$ cat config.mk
export PLATFORM = sky130hd
export DESIGN_NAME = clock_drift_ema_estimator_unit
export DESIGN_NICKNAME = d
export VERILOG_FILES = /design/src/rtl/core/cdee_pkg.sv /design/src/rtl/core/cdee_ctrl.sv /design/src/rtl/core/cdee_dpath.sv /design/src/rtl/core/clock_drift_ema_estimator_unit.sv
export SDC_FILE = /design/constraint.sdc
export NUM_CORES = 2
export LEC_CHECK = 0
export CORE_UTILIZATION = 62
export DETAILED_ROUTE_END_ITERATION = 10
export DONT_BUFFER_PORTS = 1
export GPL_TIMING_DRIVEN = 0
export HOLD_SLACK_MARGIN = 0.08
export PLACE_DENSITY = 0.78
export SLEW_MARGIN = 20
export SYNTH_ARGS = -nofsm -noshare
export SYNTH_HDL_FRONTEND = slang
export SYNTH_SLANG_ARGS = --single-unit
$ cat constraint.sdc
create_clock -name clk -period 21.6 [get_ports clk]
set_input_delay 1.08 -clock clk [delete_from_list [all_inputs] [get_ports clk]]
set_output_delay 1.08 -clock clk [all_outputs]
set_load 0.05 [all_outputs]
$ cat src/rtl/core/cdee_pkg.sv
// ----------------------------------------------------------------------------
// cdee_pkg
// Shared types and constants of the clock drift EMA estimator.
// ----------------------------------------------------------------------------
package cdee_pkg;

  localparam int TS_W    = 64;
  localparam int AGE_W   = 36;
  localparam int BASE_W  = 32;
  localparam int CLAMP_W = 15;
  localparam int DRIFT_W = 16;
  localparam int AVG_W   = 17;
  localparam int MAG_W   = 32;
  localparam int SCALE_W = 24;
  localparam int PROD_W  = MAG_W + SCALE_W;
  localparam int CNT_W   = $clog2(PROD_W);
  localparam int CFG_W   = AGE_W;
  localparam int IDX_W   = 2;

  localparam logic [SCALE_W-1:0] DRIFT_SCALE = SCALE_W'(10000000);
  localparam logic [MAG_W-1:0]   DIFF_LIMIT  = MAG_W'(64'h8000_0000);

  localparam logic [IDX_W-1:0] REG_MAX_AGE  = 2'd0;
  localparam logic [IDX_W-1:0] REG_MIN_BASE = 2'd1;
  localparam logic [IDX_W-1:0] REG_CLAMP    = 2'd2;
  localparam logic [IDX_W-1:0] REG_UNKNOWN  = 2'd3;

  typedef struct packed {
    logic [TS_W-1:0] host_time_us;
    logic [TS_W-1:0] device_time_us;
  } in_t;

  typedef struct packed {
    logic signed [DRIFT_W-1:0] drift_ppm_x10;
    logic                      estimate_valid;
  } out_t;

  typedef struct packed {
    logic capture;
    logic write;
    logic prune;
    logic base;
    logic diff;
    logic mul;
    logic div_step;
    logic update;
    logic load_out;
  } cmd_t;

  typedef struct packed {
    logic multi;
    logic too_old;
    logic est_ok;
  } sts_t;

endpackage

$ cat src/rtl/core/cdee_ctrl.sv
// ----------------------------------------------------------------------------
// cdee_ctrl
// Sequencer: write, prune walk, estimate, divide, average update, result.
// ----------------------------------------------------------------------------
module cdee_ctrl (
  input  logic          clk,
  input  logic          rst_n,
  input  logic          in_valid,
  output logic          in_ready,
  output logic          out_valid,
  input  logic          out_ready,
  output cdee_pkg::cmd_t cmd,
  input  cdee_pkg::sts_t sts
);
  import cdee_pkg::*;

  typedef enum logic [8:0] {
    S_IDLE  = 9'b000000001,
    S_WRITE = 9'b000000010,
    S_RD    = 9'b000000100,
    S_CMP   = 9'b000001000,
    S_DIFF  = 9'b000010000,
    S_MUL   = 9'b000100000,
    S_DIV   = 9'b001000000,
    S_UPD   = 9'b010000000,
    S_FIN   = 9'b100000000
  } state_t;

  state_t           state_r, state_nxt;
  logic [CNT_W-1:0] cnt_r, cnt_nxt;
  logic             ovld_r, ovld_nxt;

  assign in_ready  = (state_r == S_IDLE);
  assign out_valid = ovld_r;

  always_comb begin
    state_nxt = state_r;
    cnt_nxt   = cnt_r;
    ovld_nxt  = ovld_r && !out_ready;
    cmd       = '0;
    case (state_r)
      S_IDLE: begin
        if (in_valid) begin
          cmd.capture = 1'b1;
          state_nxt   = S_WRITE;
        end
      end
      S_WRITE: begin
        cmd.write = 1'b1;
        state_nxt = S_RD;
      end
      S_RD: begin
        state_nxt = sts.multi ? S_CMP : S_FIN;
      end
      S_CMP: begin
        if (sts.too_old) begin
          cmd.prune = 1'b1;
          state_nxt = S_RD;
        end else begin
          cmd.base  = 1'b1;
          state_nxt = S_DIFF;
        end
      end
      S_DIFF: begin
        cmd.diff  = 1'b1;
        state_nxt = sts.est_ok ? S_MUL : S_FIN;
      end
      S_MUL: begin
        cmd.mul   = 1'b1;
        cnt_nxt   = '0;
        state_nxt = S_DIV;
      end
      S_DIV: begin
        cmd.div_step = 1'b1;
        cnt_nxt      = cnt_r + 1'b1;
        if (cnt_r == CNT_W'(PROD_W - 1)) state_nxt = S_UPD;
      end
      S_UPD: begin
        cmd.update = 1'b1;
        state_nxt  = S_FIN;
      end
      S_FIN: begin
        if (!ovld_r || out_ready) begin
          cmd.load_out = 1'b1;
          ovld_nxt     = 1'b1;
          state_nxt    = S_IDLE;
        end
      end
      default: state_nxt = S_IDLE;
    endcase
  end

  always_ff @(posedge clk) begin
    if (!rst_n) begin
      state_r <= S_IDLE;
      cnt_r   <= '0;
      ovld_r  <= 1'b0;
    end else begin
      state_r <= state_nxt;
      cnt_r   <= cnt_nxt;
      ovld_r  <= ovld_nxt;
    end
  end

endmodule

$ cat src/rtl/core/cdee_dpath.sv
// ----------------------------------------------------------------------------
// cdee_dpath
// Ring memory, config registers, divider and running average.
// ----------------------------------------------------------------------------
module cdee_dpath #(
  parameter int RING_DEPTH = 8
) (
  input  logic                              clk,
  input  logic                              rst_n,
  input  cdee_pkg::in_t                     in_data,
  output cdee_pkg::out_t                    out_data,
  input  logic                              cfg_we,
  input  logic [cdee_pkg::IDX_W-1:0]        cfg_index,
  input  logic [cdee_pkg::CFG_W-1:0]        cfg_wdata,
  input  cdee_pkg::cmd_t                    cmd,
  output cdee_pkg::sts_t                    sts
);
  import cdee_pkg::*;

  localparam int PTR_W = $clog2(RING_DEPTH);
  localparam int FIL_W = $clog2(RING_DEPTH + 1);

  logic [TS_W-1:0] host_mem [RING_DEPTH];
  logic [TS_W-1:0] dev_mem  [RING_DEPTH];

  logic [AGE_W-1:0]          max_age_r;
  logic [BASE_W-1:0]         min_base_r;
  logic [CLAMP_W-1:0]        clamp_r;
  logic signed [DRIFT_W-1:0] unknown_r;

  logic [TS_W-1:0]   host_r, dev_r, rd_host_r, rd_dev_r, ddev_r, hdiff_r;
  logic [PTR_W-1:0]  head_r, head_nxt, wr_ptr;
  logic [FIL_W-1:0]  fill_r, fill_nxt;
  logic [PTR_W:0]    wr_sum;
  logic [MAG_W-1:0]  mag_r;
  logic              neg_r;
  logic [PROD_W-1:0] q_r;
  logic [TS_W-1:0]   rem_r;
  logic [TS_W:0]     trial, trial_sub;
  logic signed [AVG_W-1:0] avg_r;
  logic              have_r;
  out_t              out_r;

  logic [TS_W-1:0]   age, raw, raw_mag;
  logic [PROD_W-1:0] q_clamp;
  logic signed [AVG_W-1:0] inst;
  logic signed [AVG_W:0]   dlt, dlt_adj, avg_sum;

  function automatic logic [PTR_W-1:0] ptr_inc(input logic [PTR_W-1:0] p);
    ptr_inc = (p == PTR_W'(RING_DEPTH - 1)) ? '0 : p + 1'b1;
  endfunction

  // write slot: old head when full (oldest is overwritten), else head+fill
  assign wr_sum = {1'b0, head_r} + (PTR_W + 1)'(fill_r);
  always_comb begin
    if (fill_r == FIL_W'(RING_DEPTH)) begin
      wr_ptr = head_r;
    end else if (wr_sum >= (PTR_W + 1)'(RING_DEPTH)) begin
      wr_ptr = PTR_W'(wr_sum - (PTR_W + 1)'(RING_DEPTH));
    end else begin
      wr_ptr = PTR_W'(wr_sum);
    end
  end

  always_comb begin
    head_nxt = head_r;
    fill_nxt = fill_r;
    if (cmd.write) begin
      if (fill_r == FIL_W'(RING_DEPTH)) head_nxt = ptr_inc(head_r);
      else fill_nxt = fill_r + 1'b1;
    end else if (cmd.prune) begin
      head_nxt = ptr_inc(head_r);
      fill_nxt = fill_r - 1'b1;
    end
  end

  assign age         = dev_r - rd_dev_r;
  assign sts.multi   = (fill_r > FIL_W'(1));
  assign sts.too_old = (age > TS_W'(max_age_r));
  assign sts.est_ok  = (ddev_r >= TS_W'(min_base_r)) && (ddev_r != '0);

  assign raw     = hdiff_r - ddev_r;
  assign raw_mag = raw[TS_W-1] ? (TS_W'(0) - raw) : raw;

  assign trial     = {rem_r, q_r[PROD_W-1]};
  assign trial_sub = trial - {1'b0, ddev_r};

  assign q_clamp = (q_r > PROD_W'(clamp_r)) ? PROD_W'(clamp_r) : q_r;
  assign inst    = neg_r ? -AVG_W'(q_clamp) : AVG_W'(q_clamp);
  assign dlt     = (AVG_W + 1)'(inst) - (AVG_W + 1)'(avg_r);
  // divide by four, truncating toward zero
  assign dlt_adj = $signed(dlt + (dlt[AVG_W] ? (AVG_W + 1)'(3) : (AVG_W + 1)'(0))) >>> 2;
  assign avg_sum = (AVG_W + 1)'(avg_r) + dlt_adj;

  always_ff @(posedge clk) begin
    if (cmd.write) begin
      host_mem[wr_ptr] <= host_r;
      dev_mem[wr_ptr]  <= dev_r;
    end
    rd_host_r <= host_mem[head_r];
    rd_dev_r  <= dev_mem[head_r];
  end

  always_ff @(posedge clk) begin
    if (!rst_n) begin
      max_age_r  <= AGE_W'(64'd3600000000);
      min_base_r <= BASE_W'(64'd10000000);
      clamp_r    <= CLAMP_W'(32000);
      unknown_r  <= 16'sh8000;
      head_r     <= '0;
      fill_r     <= '0;
      avg_r      <= '0;
      have_r     <= 1'b0;
    end else begin
      head_r <= head_nxt;
      fill_r <= fill_nxt;
      if (cfg_we) begin
        case (cfg_index)
          REG_MAX_AGE:  max_age_r  <= cfg_wdata;
          REG_MIN_BASE: min_base_r <= cfg_wdata[BASE_W-1:0];
          REG_CLAMP:    clamp_r    <= cfg_wdata[CLAMP_W-1:0];
          REG_UNKNOWN:  unknown_r  <= cfg_wdata[DRIFT_W-1:0];
          default: ;
        endcase
      end
      if (cmd.update) begin
        have_r <= 1'b1;
        avg_r  <= have_r ? AVG_W'(avg_sum) : inst;
      end
    end
  end

  always_ff @(posedge clk) begin
    if (cmd.capture) begin
      host_r <= in_data.host_time_us;
      dev_r  <= in_data.device_time_us;
    end
    if (cmd.base) begin
      ddev_r  <= age;
      hdiff_r <= host_r - rd_host_r;
    end
    if (cmd.diff) begin
      neg_r <= raw[TS_W-1];
      mag_r <= (raw_mag > TS_W'(DIFF_LIMIT)) ? DIFF_LIMIT : raw_mag[MAG_W-1:0];
    end
    if (cmd.mul) begin
      q_r   <= PROD_W'(mag_r) * PROD_W'(DRIFT_SCALE);
      rem_r <= '0;
    end else if (cmd.div_step) begin
      if (!trial_sub[TS_W]) begin
        rem_r <= trial_sub[TS_W-1:0];
        q_r   <= {q_r[PROD_W-2:0], 1'b1};
      end else begin
        rem_r <= trial[TS_W-1:0];
        q_r   <= {q_r[PROD_W-2:0], 1'b0};
      end
    end
    if (cmd.load_out) begin
      out_r.estimate_valid <= have_r;
      out_r.drift_ppm_x10  <= have_r ? avg_r[DRIFT_W-1:0] : unknown_r;
    end
  end

  assign out_data = out_r;

endmodule

$ cat src/rtl/core/clock_drift_ema_estimator_unit.sv
// ----------------------------------------------------------------------------
// clock_drift_ema_estimator_unit
// Host/device clock drift estimator with a pair ring and 1/4 EMA smoothing.
// ----------------------------------------------------------------------------
// Usage:
//  - Input channel (in_valid/in_ready/in_data): one beat carries one host and
//    device microsecond timestamp pair from the same sync instant.
//  - Output channel (out_valid/out_ready/out_data): exactly one beat per input
//    beat: smoothed drift in 0.1 ppm (or the unknown value) and a valid flag.
//  - Config port: cfg_we/cfg_index/cfg_wdata, write only, applied at the edge.
//    Index 0 max age, 1 min baseline, 2 clamp, 3 unknown value.
//  - Steps from an accepted beat to out_valid: write, ring read, a compare and
//    re-read per pruned pair, baseline, difference, multiply, the 56-step
//    restoring divider, average update and final load; with a single pair the
//    walk stops after the read, and a short baseline after the difference.
//  - One item is in work at a time; in_ready is high only while idle.
//  - The result sits in an output register, so the next beat is taken while
//    it waits; if the receiver still stalls when the next result is done, the
//    sequencer holds in its final state until the register frees.
//  - Reset (rst_n, synchronous) empties the ring, clears the average and
//    restores the register defaults.
// ----------------------------------------------------------------------------
module clock_drift_ema_estimator_unit #(
  parameter int RING_DEPTH = 8
) (
  input  logic                       clk,
  input  logic                       rst_n,
  input  logic                       in_valid,
  output logic                       in_ready,
  input  cdee_pkg::in_t              in_data,
  output logic                       out_valid,
  input  logic                       out_ready,
  output cdee_pkg::out_t             out_data,
  input  logic                       cfg_we,
  input  logic [cdee_pkg::IDX_W-1:0] cfg_index,
  input  logic [cdee_pkg::CFG_W-1:0] cfg_wdata
);
  import cdee_pkg::*;

  cmd_t cmd;
  sts_t sts;

  // sequencer
  cdee_ctrl u_ctrl (
    .clk       (clk),
    .rst_n     (rst_n),
    .in_valid  (in_valid),
    .in_ready  (in_ready),
    .out_valid (out_valid),
    .out_ready (out_ready),
    .cmd       (cmd),
    .sts       (sts)
  );

  // ring, divider, average
  cdee_dpath #(
    .RING_DEPTH (RING_DEPTH)
  ) u_dpath (
    .clk       (clk),
    .rst_n     (rst_n),
    .in_data   (in_data),
    .out_data  (out_data),
    .cfg_we    (cfg_we),
    .cfg_index (cfg_index),
    .cfg_wdata (cfg_wdata),
    .cmd       (cmd),
    .sts       (sts)
  );

  // a taken beat starts work, so the input closes right after
  a_busy_after_accept : assert property (@(posedge clk) disable iff (!rst_n)
    in_valid && in_ready |=> !in_ready)
    else $error("input still open after a beat was taken");

  // reset leaves the block idle with no result pending
  a_reset_idle : assert property (@(posedge clk)
    !rst_n |=> in_ready && !out_valid)
    else $error("block not idle after reset");

  // a new result is only loaded once work on an item is done
  a_no_result_when_idle : assert property (@(posedge clk) disable iff (!rst_n)
    in_ready |-> !cmd.load_out)
    else $error("result loaded while idle");

endmodule
* After elaboration in Yosys (flattened, before gate mapping) *
Memories as Yosys holds them, arrays and structs flattened. A register that Yosys moved wholly into a read port is not among the register bits.
Cells that the tools add are included.

cells by class
  add/sub/neg operators = 15
  $lt $le $gt $ge = 6
  reduce and logical (&&, ||, !) cells = 17
  $mul = 1
  muxes and demuxes = 43
  equal/unequal tests = 20

operators with widths
  cell                    number
  $sub 64x64->64          3
  $mux 64                 2
  $mux 56                 2
  $pmux 9 s9              1
  $sub 65x64->65          1
  $ge 64x32->1            1
  $gt 64x32->1 const B    1
  $gt 64x36->1            1
  $reduce_bool 64->1      1
  $sub 1x64->64 const A   1
  $gt 56x15->1            1
  $mux 17                 3
  $mul 32x17->49 const B  1
  $mux 9                  5
  $add 18x3->18           1
  $mux 3                  6
  $sub 17x17->18          1
  $add 17x16->17          1
  $neg 17->17             1
  $mux 1                  16
  $mux 16                 1
  $mux 4                  3
  $pmux 6 s2              1
  $reduce_and 2->1        6
  32 further kinds        41

storage, ports and cells
  bits in registers = 566
  memories = 2
  RAM bits = 1024
  output and inout bits = 19
  input port bits = 171
  logic and storage cells = 126

memory list
  name              words  width  read ports  clocked after Yosys merged registers in  write ports  RTL line          RTL
  u_dpath.dev_mem   8      64     1           1                                        1            cdee_dpath.sv:24  logic [TS_W-1:0] dev_mem [RING_DEPTH];
  u_dpath.host_mem  8      64     1           1                                        1            cdee_dpath.sv:23  logic [TS_W-1:0] host_mem [RING_DEPTH];

* Depth between registers and ports, before layout *
  word-level depth = 9
  depth in mapped cells = 53
  mapped depth without buffers = 51

* Modules after synthesis *
From an unflattened synthesis, not the netlist that was laid out.

second synthesis, totals
  cells, all modules = 7350
  area, all modules = 91770.5 sq um

by module, submodules not included
  module      sequential area each (sq um)  cells each  instances  area an instance (sq um)
  cdee_dpath  47875.9                       7248        1          90844.6
  cdee_ctrl   320.3                         102         1          925.9

* Worst setup path after synthesis *
Ideal clock, no wire load.

  kind = register to register
  start = register u_dpath.dev_r[0]
  end = register u_ctrl.state_r[4]
  period minus slack after synthesis = 19.135 ns
  buffers on the path = 0
  setup time = 0.128 ns
  stages on the path, launching flop included = 34
  arrival time = 19.007 ns
  required time = 21.472 ns
  path slack = 2.465 ns
  path through = edfxtp_1 -> inv_1 -> ha_1 -> inv_1 -> fa_1 -> a211oi_1 -> o21ai_0 -> a21o_1 -> or2_2 -> o21ai_0 -> or3b_2 -> a221oi_1 -> nor2_1 -> nor2_1 -> nor2_1 -> nor2_1 -> o21ai_0 -> xor2_1 -> ha_1 -> nand4_1 -> nor2_1 -> and3_1 -> nand4_1 -> a21oi_1 -> or3b_2 -> a21oi_1 -> o211ai_1 -> nor3b_1 -> and3_1 -> nor4b_1 -> nand3_1 -> or4_1 -> nor4_1 -> and2_1

on the way
  cells in the longest elaborated chain, start to end = 4

RTL lines
  what                       RTL line           RTL
  start, declared            cdee_dpath.sv:31   logic [TS_W-1:0] host_r, dev_r, rd_host_r, rd_dev_r, ddev_r, hdiff_r;
  start signal, assigned     cdee_dpath.sv:136  dev_r <= in_data.device_time_us;
  $sub 64x64->64             cdee_dpath.sv:77   assign age = dev_r - rd_dev_r;
  named net u_dpath.age[30]  cdee_dpath.sv:44   logic [TS_W-1:0] age, raw, raw_mag;
  $gt 64x36->1               cdee_dpath.sv:79   assign sts.too_old = (age > TS_W'(max_age_r));
  $mux 5                     cdee_ctrl.sv:56    if (sts.too_old) begin
  $pmux 9 s9                 cdee_ctrl.sv:41    case (state_r)
  end signal, assigned       cdee_ctrl.sv:99    state_r <= state_nxt;
  end, declared              cdee_ctrl.sv:29    state_t state_r, state_nxt;

The timed path passes the listed nets, and every way through them passes these cells.
A chain may end at the register's enable or synchronous reset.

* Worst setup path after layout *
  start = register u_dpath.clamp_r[1]
  end = register u_dpath.avg_r[16]

on the way
  cells in the longest elaborated chain, start to end = 9

RTL lines
  what                    RTL line           RTL
  start, declared         cdee_dpath.sv:28   logic [CLAMP_W-1:0] clamp_r;
  start signal, assigned  cdee_dpath.sv:121  REG_CLAMP: clamp_r <= cfg_wdata[CLAMP_W-1:0];
  $gt 56x15->1            cdee_dpath.sv:88   assign q_clamp = (q_r > PROD_W'(clamp_r)) ? PROD_W'(clamp_r) : q_r;
  $mux 17 (*)             cdee_dpath.sv:88
  $neg 17->17             cdee_dpath.sv:89   assign inst = neg_r ? -AVG_W'(q_clamp) : AVG_W'(q_clamp);
  $mux 17 (*)             cdee_dpath.sv:89
  $sub 17x17->18          cdee_dpath.sv:90   assign dlt = (AVG_W + 1)'(inst) - (AVG_W + 1)'(avg_r);
  $mux 2                  cdee_dpath.sv:92   assign dlt_adj = $signed(dlt + (dlt[AVG_W] ? (AVG_W + 1)'(3) : (AVG_W + 1)'(0))) >>> 2;
  $add 18x3->18           cdee_dpath.sv:92
  $add 17x16->17          cdee_dpath.sv:93   assign avg_sum = (AVG_W + 1)'(avg_r) + dlt_adj;
  $mux 17 (*)             cdee_dpath.sv:128  avg_r <= have_r ? AVG_W'(avg_sum) : inst;
  end signal, assigned    cdee_dpath.sv:128
  end, declared           cdee_dpath.sv:40   logic signed [AVG_W-1:0] avg_r;

Every way passes the cells marked *; elsewhere a longest branch is shown, timed or not.

==> results.yml <==
die:
  ios: 190
  die-area_mm2: 0.150
  rows: 140
  core_area_mm2: 0.146
  start_util_pct: 62.8
  die_w_um: 387
  die_height_um: 387
timing:
  hold_viol: 0
  worst_slack_ns: 10.15
  min_period_ns: 11.45
  grt_setup_unrepaired: "no"
  setup_viol: 0
  drv_slew: 0
  fin_crit_sh_pct: 53.0
  slew_headroom_pct: 21.6
  skew_ns: 0.0855
  fmax_ghz: 0.0873
  worst_pin_slew_ns: 1.18
yosys:
  postSynthAreaPerCell_um2: 12.3
  synth_fp_nets: 8408
  yosysUniqueCellTypes: 103
  syn-cell-area_mm2: 0.0918
  synth_cells: 7437
  synth_edf_count: 1379
  ys_seq_area_share_pct: 52.5
  yosysWarnings: 0
  async_reset_ff_share_pct: 0
  synth_ff_type: "edfxtp_1"
  synth_seq_cells: 1718
global_route:
  grt_use_met3_pct: 5.40
  antenna_found_initial: 9
  busiest_layer: "met2"
  grt_start_max_net_pins: 56
  grt_use_met1_pct: 45.4
  track_usage_pct: 33.3
  grtUsageMet2_pct: 53.0
  grt.overflow.total: 0
  grt_pass1_vias: 62110
  grt_first_pass_wirelength_um: 377000
clocking:
  cts-hold-fix-buffers: 0
  root_buffer: "clkbuf_16"
  cts_buffers: 171
  post_cts_resized: 0
  tritoncts: "yes"
  cts.sinks: 1718
  cts_buffer_depth: 3
  clk_latency_ns: 0.86
  htreeDepth: 4
  cts_setup_buffers: 0
  path_clk_slew_ns: 0.06
status:
  status: "finished, final reports clean"
worst_setup_path:
  critPathKind: "reg2reg"
  crit_required_ns: 22.35
  startpoint_type: "flip-flop"
  crit_path_frequent_cell: "a21oi_1"
  endpoint_kind: "flip-flop"
  worstPathMaxFanout: 10
  critPathSlowestCell: "a21oi_1"
  worstPathArrival_ns: 12.20
  crit_path_max_incr_delay_ns: 0.49
route:
  vias: 62973
  viasPerCell: 6.42
  wl_per_cell_um: 25.5
  drt_iter0_drc: 6790
  ant_nets: 0
  totalWireLength_um: 250000
  first_pass_iters: 6
  drcViolationCount: 0
layout:
  final-seq-area_mm2: 0.0482
  area_delta_synth_final_pct: 10.8
  fin_cells: 9811
  multi_input_area_mm2: 0.0400
  fillCellCount: 9786
  final_area_mm2: 0.102
  drive_gt1_share_pct: 11.3
  nNetsFinal: 8708
placement:
  hpwl_um: 183000
  port_buffers: 0
  place_congestion: 0.960
  dp_cells: 9481
  dpl_cell_area_mm2: 0.0959
  dp_worst_setup_slack_ns: 10.15
run:
  maxCapViolCount: 0
power_and_ir_drop:
  power_leakage_nw: 38.6
  power_density_mw_per_mm2: 74.9
  max-vdd-ir-drop_mv: 0.121
worst_hold_path:
  hold_path.class: "in2reg"
## critical path, delay by kind of cell (launching register included)
family                   cells  cell delay, ns
AO/OA/AOI/OAI               28            5.97
XOR/XNOR                     2            0.56
adder cells (fa/ha/maj)      6            1.74
AND/OR/NAND/NOR             11            1.73
flip-flops                   1            0.38
multiplexers                 1            0.12
buffers and inverters        4            0.80
## registers in the layout (all words and copies together) (netlist names), 4 cells and up
name / cells
u_dpath.avg_r: 17
u_dpath.clamp_r: 15
u_ctrl.cnt_r: 6
u_dpath.mag_r: 32
u_dpath.rd_host_r: 64
u_dpath.dev_r: 64
u_dpath.dev_mem: 512
u_dpath.rem_r: 64
u_dpath.ddev_r: 64
u_dpath.min_base_r: 32
u_dpath.q_r: 56
u_ctrl.state_r: 9
u_dpath.hdiff_r: 64
u_dpath.fill_r: 4
u_dpath.unknown_r: 16
u_dpath.out_data: 17
u_dpath.rd_dev_r: 64
u_dpath.host_mem: 512
u_dpath.max_age_r: 36
u_dpath.host_r: 64
## cell usage after synthesis, types with 36 or more instances
library cell | count | share of area, %
nand2_1 | 520 | 2.1
o21ai_0 | 322 | 1.8
nor2b_1 | 66 | 0.45
o211ai_1 | 54 | 0.44
buf_1 | 44 | 0.18
clkbuf_1 | 189 | 0.77
a21o_1 | 196 | 1.6
a21oi_1 | 496 | 2.7
a31oi_1 | 42 | 0.29
nand2b_1 | 56 | 0.38
mux4_2 | 256 | 6.3
nor2_1 | 357 | 1.5
nor3_1 | 104 | 0.57
xor2_1 | 128 | 1.2
xnor2_1 | 193 | 1.8
nand3_1 | 92 | 0.50
nor4_1 | 69 | 0.47
o21bai_1 | 52 | 0.43
mux2i_1 | 45 | 0.49
dfxtp_1 | 339 | 7.4
or3_1 | 42 | 0.29
nand4_1 | 87 | 0.59
a211oi_1 | 70 | 0.57
mux2_2 | 149 | 1.8
and2_1 | 36 | 0.25
o21a_1 | 54 | 0.44
inv_1 | 728 | 3.0
edfxtp_1 | 1379 | 45
fa_1 | 171 | 3.7
and3_1 | 53 | 0.36
ha_1 | 629 | 8.6
## worst paths after layout
check                startpoint                   to  slack (ns)  cells after the start
max          u_dpath.clamp_r[1]    u_dpath.avg_r[16]       10.15                     52
min                 in_data[53]    u_dpath.dev_r[53]        0.31                      0
max reg2reg  u_dpath.clamp_r[1]    u_dpath.avg_r[16]       10.15                     52
min reg2reg      u_dpath.have_r  u_dpath.out_data[0]        0.43                      0
## placed cells by master, fill, tap and decap left out, types with 193 or more instances in the layout
master	n
a21o_1	196
a21oi_1	496
clkbuf_1	230
dfxtp_1	339
edfxtp_1	1379
ha_1	629
inv_1	726
mux4_2	256
nand2_1	520
nor2_1	351
o21ai_0	322
xnor2_1	193
## final cells by class
type	count	area share, %
Sequential cell	1718	47.4
Multi-Input combinational cell	4747	39.4
Clock inverter	84	1.07
Antenna cell	7	0.0172
Inverter	728	2.69
Timing Repair Buffer	127	1.55
Tap cell	1917	2.36
Buffer	244	0.942
Clock buffer	239	4.65
## per-stage QoR
| step | utilization, % | power [mW] | hold slack, ns | TNS, ns |
|---|---|---|---|---|
| final | 69.6 | 7.63 | 0.312 | 0 |
| after global routing | 69.6 | 7.85 | 0.284 | 0 |
| after CTS | 69.6 | 7.64 | 0.257 | 0 |
| after detailed placement | 65.6 | 4.61 | 0.414 | 0 |
| after global placement | 64.4 | 4.58 | 0.417 | -2581.21 |
| after floorplan | - | 4.36 | 0.406 | 0 |
## cell families (layout without fill, tap and decap cells)
group | count (synthesis) | count (layout) | share of synthesized area, %
muxes | 450 | 450 | 8.60
buffers and inverters | 972 | 1422 | 4.00
adders and majority gates | 800 | 800 | 12.3
AOI/OAI and AO/OA | 1562 | 1562 | 10.9
xor gates and xnor gates | 321 | 321 | 3.06
and+or+nand+nor | 1614 | 1614 | 8.65
other | 0 | 7 | 0
DFF | 1718 | 1718 | 52.5
## routing by layer
metal / part of all wire [%] / up-vias
li1: - / 28244
met1: 40 / 30982
met2: 47 / 3156
met3: 8.5 / 583
met4: 4.7 / 8
met5: 0.022 / -
## power by group
part,internal (mW),switching [mW],leakage [nW]
logic,0.276,0.465,20.6
registers,3.73,0.105,15.2
clock network,1.72,1.34,2.81
total,5.72,1.91,38.6
Power figures use the tool's default switching activity.
